**config.mk**
```make
export PLATFORM = sky130hd
export DESIGN_NAME = tkrs_cell
export DESIGN_NICKNAME = d
export VERILOG_FILES = /design/src/hdl/tkrs_pkg.sv /design/src/hdl/tkrs_cell.sv
export SDC_FILE = /design/constraint.sdc
export NUM_CORES = 1
export LEC_CHECK = 0
export BUFFER_PORTS_ARGS = -buffer_cell sky130_fd_sc_hd__buf_4
export CAP_MARGIN = 25
export CORE_MARGIN = 1.5
export CORE_UTILIZATION = 48
export CTS_CLUSTER_SIZE = 16
export DETAILED_ROUTE_END_ITERATION = 10
export PLACE_DENSITY = 0.94
export SYNTH_ARGS = -nofsm -noshare
export SYNTH_HDL_FRONTEND = slang
export SYNTH_SLANG_ARGS = --single-unit
```
**constraint.sdc**
```tcl
create_clock -name i_clk -period 11.3 [get_ports i_clk]
set_input_delay 2.825 -clock i_clk [delete_from_list [all_inputs] [get_ports i_clk]]
set_output_delay 2.825 -clock i_clk [all_outputs]
set_load 0.02 [all_outputs]
```
**src/hdl/tkrs_pkg.sv**
```systemverilog
// package for the two-key record insertion sorter
// record type, cell control type, widths and defaults; no dependencies
package tkrs_pkg;

    localparam int MAX_RECORDS_DEF = 64;
    localparam int TAG_W           = 8;
    localparam int LEVEL_W         = 4;
    localparam int SCORE_W         = 32;
    localparam int REC_W           = TAG_W + LEVEL_W + SCORE_W;
    localparam int TDATA_W         = ((REC_W + 7) / 8) * 8;

    typedef struct packed {
        logic signed [SCORE_W-1:0] score;
        logic [LEVEL_W-1:0]        level;
        logic [TAG_W-1:0]          tag;
    } t_rec;

    typedef struct packed {
        logic insert;
        logic shift;
    } t_cell_ctrl;

    // true when stored record a stays ahead of the newer record b
    function automatic logic stays_ahead(input t_rec a, input t_rec b);
        logic res;
        if (a.level != b.level) begin
            res = a.level > b.level;
        end else begin
            res = a.score <= b.score;
        end
        return res;
    endfunction

endpackage

```
**src/hdl/tkrs_cell.sv**
```systemverilog
// one cell of the sorting chain: holds a record, inserts or shifts it out
// depends on tkrs_pkg
module tkrs_cell (
    input  logic                i_clk,
    input  tkrs_pkg::t_cell_ctrl i_ctrl,
    input  logic                i_occ,
    input  tkrs_pkg::t_rec      i_new_rec,
    input  logic                i_prev_ahead,
    input  tkrs_pkg::t_rec      i_prev_rec,
    input  tkrs_pkg::t_rec      i_next_rec,
    output logic                o_ahead,
    output tkrs_pkg::t_rec      o_rec
);

    tkrs_pkg::t_rec r_rec;
    tkrs_pkg::t_rec n_rec;

    assign o_ahead = i_occ && tkrs_pkg::stays_ahead(r_rec, i_new_rec);
    assign o_rec   = r_rec;

    always_comb begin
        n_rec = r_rec;
        if (i_ctrl.shift) begin
            n_rec = i_next_rec;
        end else if (i_ctrl.insert && !o_ahead) begin
            if (i_prev_ahead) begin
                n_rec = i_new_rec;
            end else begin
                n_rec = i_prev_rec;
            end
        end
    end

    always_ff @(posedge i_clk) begin
        r_rec <= n_rec;
    end

endmodule

```
==> flow_summary.json, run 1 <==
{
  "place_congestion": 0.830,
  "syn_nets": 500,
  "p_int_uw": 329,
  "tightest_slew_ns": 0.753,
  "slowest_stage": "nor4_2",
  "cts_buffer_depth": 2,
  "cp.arrival_ns": 4.78,
  "synth_area_um2": 3200,
  "yosysTopAreaCellShare_pct": 41.2,
  "min-delay-start": "o_rec[11]$_DFFE_PP_",
  "grt_setup_unrepaired": "no",
  "diodes": 0,
  "placed_cell_area_um2": 4610,
  "cap_violations": 0,
  "clkSinkCount": 44,
  "synth_most_common_cell": "nand2_1",
  "path_clk_slew_ns": 0.08,
  "synth_top_cell_by_area": "edfxtp_1",
  "synthFlopType": "edfxtp_1",
  "num_vias": 3066,
  "grt_max_degree": 90,
  "synth_common_cells": "nand2_1 (49), o21ai_0 (48), edfxtp_1 (44), mux2i_1 (44), inv_1 (37)",
  "ant_nets": 0,
  "max_freq_ghz": 0.132,
  "ctsRootBufferMaster": "clkbuf_8",
  "r2r_slack_ns": 8.31,
  "skew_ns": 0.00809,
  "hp-class": "flip-flop to flip-flop",
  "seqPwrFrac_pct": 44.7,
  "clock_latency_ns": 0.29,
  "p_sw_uw": 148,
  "start_kind": "primary input",
  "crit_buf_inv": 3,
  "layout.cells.non_filler": 578,
  "drt-pass1-iter-count": 6,
  "synth_edf_count": 44,
  "fillers": 477,
  "hold_violations": 0,
  "r2r-end": "o_rec[21]$_DFFE_PP_",
  "die_area_um2": 7170,
  "cts_hold_buf": 0,
  "drive_above_1_share_pct": 37.9,
  "synth_cell_types": 29,
  "grt_pass1_vias": 3099,
  "ir_drop_mv": 0.0832,
  "cp-end-kind": "output pin",
  "cp_top_family": "simple AND/OR/NAND/NOR gates",
  "ff_latch_area_um2": 1320,
  "relSlewSlack_pct": 49.8,
  "p_comb_share_pct": 36.1,
  "fp.dieW_um": 84.7,
  "final_cell_area_um2": 4680,
  "antenna_found_initial": 0,
  "multi_input_area_um2": 1680,
  "setup_tns_ns": 0,
  "r2r_start": "o_rec[26]$_DFFE_PP_",
  "synthCells": 327,
  "period_share_pct": 67.3,
  "final_nets": 674,
  "largest_register_ffs": 44,
  "syn_to_final_growth_pct": 46.1,
  "core-area_um2": 6390,
  "async_flop_share_pct": 0,
  "cts_setup_buffers": 0,
  "start_util_pct": 50.2,
  "cpMostUsedCell": "buf_4",
  "chipHeight_um": 84.7,
  "cp.required_ns": 8.48,
  "reg2regPathDepth": 8,
  "cts_tree": "yes",
  "dp_hpwl_mm": 7.01,
  "ys_ff_latch": 44,
  "synthTopCellsByArea": "edfxtp_1 (41%), ha_1 (14%), mux2i_1 (14%)",
  "rows": 29,
  "cts_buffers": 5,
  "gr-total-overflow": 0,
  "status": "complete, no violations",
  "power.density_nw_per_um2": 102,
  "slowest_delay_ns": 0.43,
  "syn_avg_cell_area_um2": 9.80,
  "yosysWarnings": 0,
  "whs_endpoint": "o_rec[8]$_DFFE_PP_",
  "cp_max_fo": 3,
  "drc": 0,
  "grt_pass1_wl_mm": 14.2,
  "total_power_uw": 477,
  "power.share.clock_pct": 19.2,
  "path_class": "primary input to output pin",
  "vias_per_cell": 5.30,
  "setup_violations": 0,
  "io_pins": 182,
  "dp_cells": 571,
  "slew_viol_final": 0,
  "io_buffers": 181,
  "drt_iter0_markers": 75,
  "crit_chain": "buf_4 > inv_1 > ha_1 > nand4_1 > nor4_2 > a21boi_2 > o31a_1 > o211ai_2 > and3_1 > buf_4",
  "ctsResizeCount": 0,
  "leakagePower_nw": 2.43,
  "layout_setup_ws_ns": 3.70,
  "dp_slack_ns": 3.73,
  "htreeDepth": 2,
  "wl_per_cell_um": 15.3,
  "hold_path_depth": 5,
  "ys_seq_area_share_pct": 41.2,
  "period_needed_ns": 7.60,
  "p_sw_share_pct": 31.0,
  "grt_use_total_pct": 24.9,
  "routed_wl_mm": 8.83
}
==> power groups by stage <==
stage          combinational, mW  clock, mW  sequential, mW
2_1_floorplan             0.0646          0           0.239
3_3_place_gp               0.166          0           0.215
3_5_place_dp               0.172          0           0.217
4_1_cts                    0.173     0.0941           0.213
5_1_grt                    0.189     0.0991           0.215
6_report                   0.172     0.0917           0.213
==> cells by family (layout without fill, tap and decap cells) <==
| kind of cell | count (synthesis) | count (layout) | synth area share (%) |
|---|---|---|---|
| fa+ha+maj | 36 | 36 | 14.1 |
| mux | 44 | 44 | 13.7 |
| flops | 44 | 44 | 41.2 |
| compound gates | 79 | 79 | 14.2 |
| buf+inv | 52 | 226 | 6.25 |
| simple gates | 72 | 72 | 10.5 |
==> metrics by stage <==
step | utilization [%] | hold WS [ns]
floorplan | - | 2.33
global placement | 72.1 | 1.33
detailed placement | 72.1 | 1.36
CTS | 73.3 | 1.37
global route | 73.3 | 1.45
finish | 73.3 | 1.36
==> layout by cell type (no fill, tap or decap), types with 2 or more instances in the layout <==
| master | count |
|---|---|
| buf_4 | 182 |
| nor2_1 | 3 |
| nand3_1 | 2 |
| nand4b_1 | 2 |
| a21oi_1 | 13 |
| mux2i_1 | 44 |
| edfxtp_1 | 44 |
| o211ai_1 | 2 |
| o21ai_0 | 48 |
| nand2_1 | 49 |
| a21o_1 | 7 |
| nor2b_1 | 2 |
| inv_1 | 37 |
| ha_1 | 36 |
| and3_1 | 3 |
| and4_1 | 3 |
| clkinv_1 | 2 |
| clkbuf_8 | 5 |
| nand4_1 | 6 |
==> worst min-delay path: stages (launching register included) <==
cell	delay, ns
edfxtp_1	0.35
ha_1	0.14
a21oi_1	0.05
o21ai_0	0.14
nand4b_1	0.11
buf_4	0.32
==> layer usage <==
layer,track usage (%),up-vias,routed length [µm]
met5,0,-,0
li1,-,1527,-
met3,5.70,22,622
met1,27.5,1380,3280
met4,9.82,0,242
met2,46.0,137,4680
==> worst max path at each step <==
stage / start / end / slack (ns) / depth (start not counted)
after global routing: i_new_rec[43] / o_ahead / 3.60 / 10
after CTS: i_new_rec[26] / o_ahead / 3.70 / 10
final: i_new_rec[26] / o_ahead / 3.70 / 10
after detailed placement: i_new_rec[26] / o_ahead / 3.73 / 10
after global placement: i_new_rec[26] / o_ahead / 3.85 / 10
after floorplan: i_new_rec[26] / o_ahead / 4.05 / 8
==> layout make-up <==
cell class	count	share of cell area, %
clock inverters	2	0.160
multi-input cells	231	35.9
flip-flops and latches	44	28.2
clock buffers	5	1.47
repair buffers	182	29.2
well taps	77	2.06
inverters	37	2.97
Power figures use the tool's default switching activity.
==> run 2, diff against run 1 <==
--- a/config.mk
+++ b/config.mk
@@ -8,10 +8,10 @@
 export BUFFER_PORTS_ARGS = -buffer_cell sky130_fd_sc_hd__buf_4
 export CAP_MARGIN = 25
 export CORE_MARGIN = 1.5
-export CORE_UTILIZATION = 48
+export CORE_UTILIZATION = 41
 export CTS_CLUSTER_SIZE = 16
 export DETAILED_ROUTE_END_ITERATION = 10
-export PLACE_DENSITY = 0.94
+export PLACE_DENSITY = 0.86
 export SYNTH_ARGS = -nofsm -noshare
 export SYNTH_HDL_FRONTEND = slang
 export SYNTH_SLANG_ARGS = --single-unit
==> constraint.sdc (replaced) <==
create_clock -name i_clk -period 6.7 [get_ports i_clk]
set_input_delay 1.675 -clock i_clk [delete_from_list [all_inputs] [get_ports i_clk]]
set_output_delay 1.675 -clock i_clk [all_outputs]
set_load 0.02 [all_outputs]
==> run 2 against run 1 <==
  * Global-route usage decreased by 3.9 points
  * Clock-buffer cell count increased by 2
  * Core utilization down 12 points
  * Largest power group unchanged
  * Cell count increased by 4.5%
  * Critical endpoint unchanged
  * Register-to-register slack lost 5.0 ns
==> flow_summary.json, run 2 (synthesis results as in run 1) <==
{
  "power.density_nw_per_um2": 172,
  "cpMostUsedCell": "buf_4",
  "vias_per_cell": 5.12,
  "ir_drop_mv": 0.0920,
  "ctsResizeCount": 0,
  "rows": 32,
  "final_nets": 674,
  "r2r_slack_ns": 3.27,
  "cts_hold_buf": 0,
  "core-area_um2": 7650,
  "diodes": 0,
  "cts_buffers": 5,
  "reg2regPathDepth": 8,
  "period_share_pct": 79.4,
  "clkSinkCount": 44,
  "wl_per_cell_um": 14.6,
  "setup_tns_ns": 0,
  "place_congestion": 0.898,
  "slowest_delay_ns": 0.41,
  "min-delay-start": "o_rec[43]$_DFFE_PP_",
  "grt_setup_unrepaired": "no",
  "skew_ns": 0.00737,
  "cts_tree": "yes",
  "largest_register_ffs": 44,
  "cap_violations": 0,
  "ff_latch_area_um2": 1320,
  "hp-class": "flip-flop to flip-flop",
  "placed_cell_area_um2": 4640,
  "routed_wl_mm": 8.82,
  "fillers": 641,
  "num_vias": 3091,
  "final_cell_area_um2": 4720,
  "cp.arrival_ns": 3.65,
  "tightest_slew_ns": 0.823,
  "r2r-end": "o_rec[35]$_DFFE_PP_",
  "cp.required_ns": 5.03,
  "start_util_pct": 41.9,
  "htreeDepth": 2,
  "antenna_found_initial": 0,
  "status": "complete, no violations",
  "relSlewSlack_pct": 44.8,
  "gr-total-overflow": 0,
  "path_class": "primary input to output pin",
  "dp_cells": 596,
  "slowest_stage": "o31ai_1",
  "final_common_cell": "buf_4",
  "clock_latency_ns": 0.30,
  "grt_max_degree": 90,
  "hold_path_depth": 3,
  "max_freq_ghz": 0.188,
  "cts_setup_buffers": 0,
  "dp_hpwl_mm": 7.03,
  "grt_use_total_pct": 21.0,
  "grt_pass1_vias": 3175,
  "multi_input_area_um2": 1680,
  "drt_iter0_markers": 96,
  "io_buffers": 181,
  "cp-end-kind": "output pin",
  "fp.dieW_um": 91.4,
  "ant_nets": 0,
  "layout.cells.non_filler": 604,
  "chipHeight_um": 91.4,
  "path_clk_slew_ns": 0.08,
  "drt-pass1-iter-count": 6,
  "cp_max_fo": 3,
  "whs_endpoint": "o_rec[20]$_DFFE_PP_",
  "r2r_start": "o_rec[26]$_DFFE_PP_",
  "leakagePower_nw": 2.43,
  "setup_violations": 0,
  "drive_above_1_share_pct": 37.8,
  "drc": 0,
  "mostFrequentLayoutCells": "buf_4 (182), nand2_1 (49), o21ai_0 (48), mux2i_1 (44), edfxtp_1 (44)",
  "io_pins": 182,
  "die_area_um2": 8350,
  "cts_buffer_depth": 2,
  "ctsRootBufferMaster": "clkbuf_8",
  "syn_to_final_growth_pct": 47.2,
  "start_kind": "primary input",
  "crit_chain": "buf_4 > inv_1 > ha_1 > a21oi_1 > nand2_1 > a221o_1 > o31ai_1 > nand4b_1 > and3_1 > buf_4",
  "grt_pass1_wl_mm": 14.2,
  "cp-startpoint": "i_new_rec[26]",
  "hold_violations": 0,
  "slew_viol_final": 0,
  "period_needed_ns": 5.32
}
[run 2: cell types whose count changed in the layout (fill, tap and decap cells not counted), sizes merged]
cell,change
clkbuf,+2
clkinv,-1
[run 2: how the worst max path moves through the flow]
stage,end,slack (ns),cells after the start
floorplan,o_rec[0]$_DFFE_PP_,1.62,8
global placement,o_ahead,1.52,10
detailed placement,o_ahead,1.43,10
CTS,o_ahead,1.43,10
global route,o_ahead,1.26,10
finish,o_ahead,1.38,10
[run 2: worst max-delay path, delay by kind of cell]
kind            cells  cell delay (ns)
compound gates      3             0.95
fa+ha+maj           1             0.32
buf+inv             3             0.29
simple gates        3             0.43
[run 2: final cells by class]
type	instances	area share, %
Inverter	37	2.94
Multi-Input combinational cell	231	35.7
Sequential cell	44	28.0
Timing Repair Buffer	182	29.0
Clock inverter	1	0.0796
Tap cell	102	2.71
Clock buffer	7	1.62
[run 2: where the power goes]
group	internal, mW	total (mW)	switching (mW)
Combinational	0.143	0.290	0.147
Clock	0.0728	0.163	0.0906
Sequential	0.343	0.358	0.0157
[run 2: per-stage QoR]
stage	setup slack (ns)	hold slack (ns)	util, %	power [mW]
floorplan	1.62	1.86	-	0.512
global placement	1.52	1.58	60.6	0.644
detailed placement	1.43	1.64	60.6	0.656
CTS	1.43	1.64	61.7	0.817
global route	1.26	1.65	61.7	0.857
finish	1.38	1.63	61.7	0.812
[run 2: layer usage]
layer  global-route usage, %  wire length [µm]  vias to the layer above
met1                    23.3              3450                     1427
met5                       0                 0                        -
met2                    39.7              4620                      122
met3                    4.61               581                       14
met4                    5.99               170                        0
li1                        -                 -                     1528
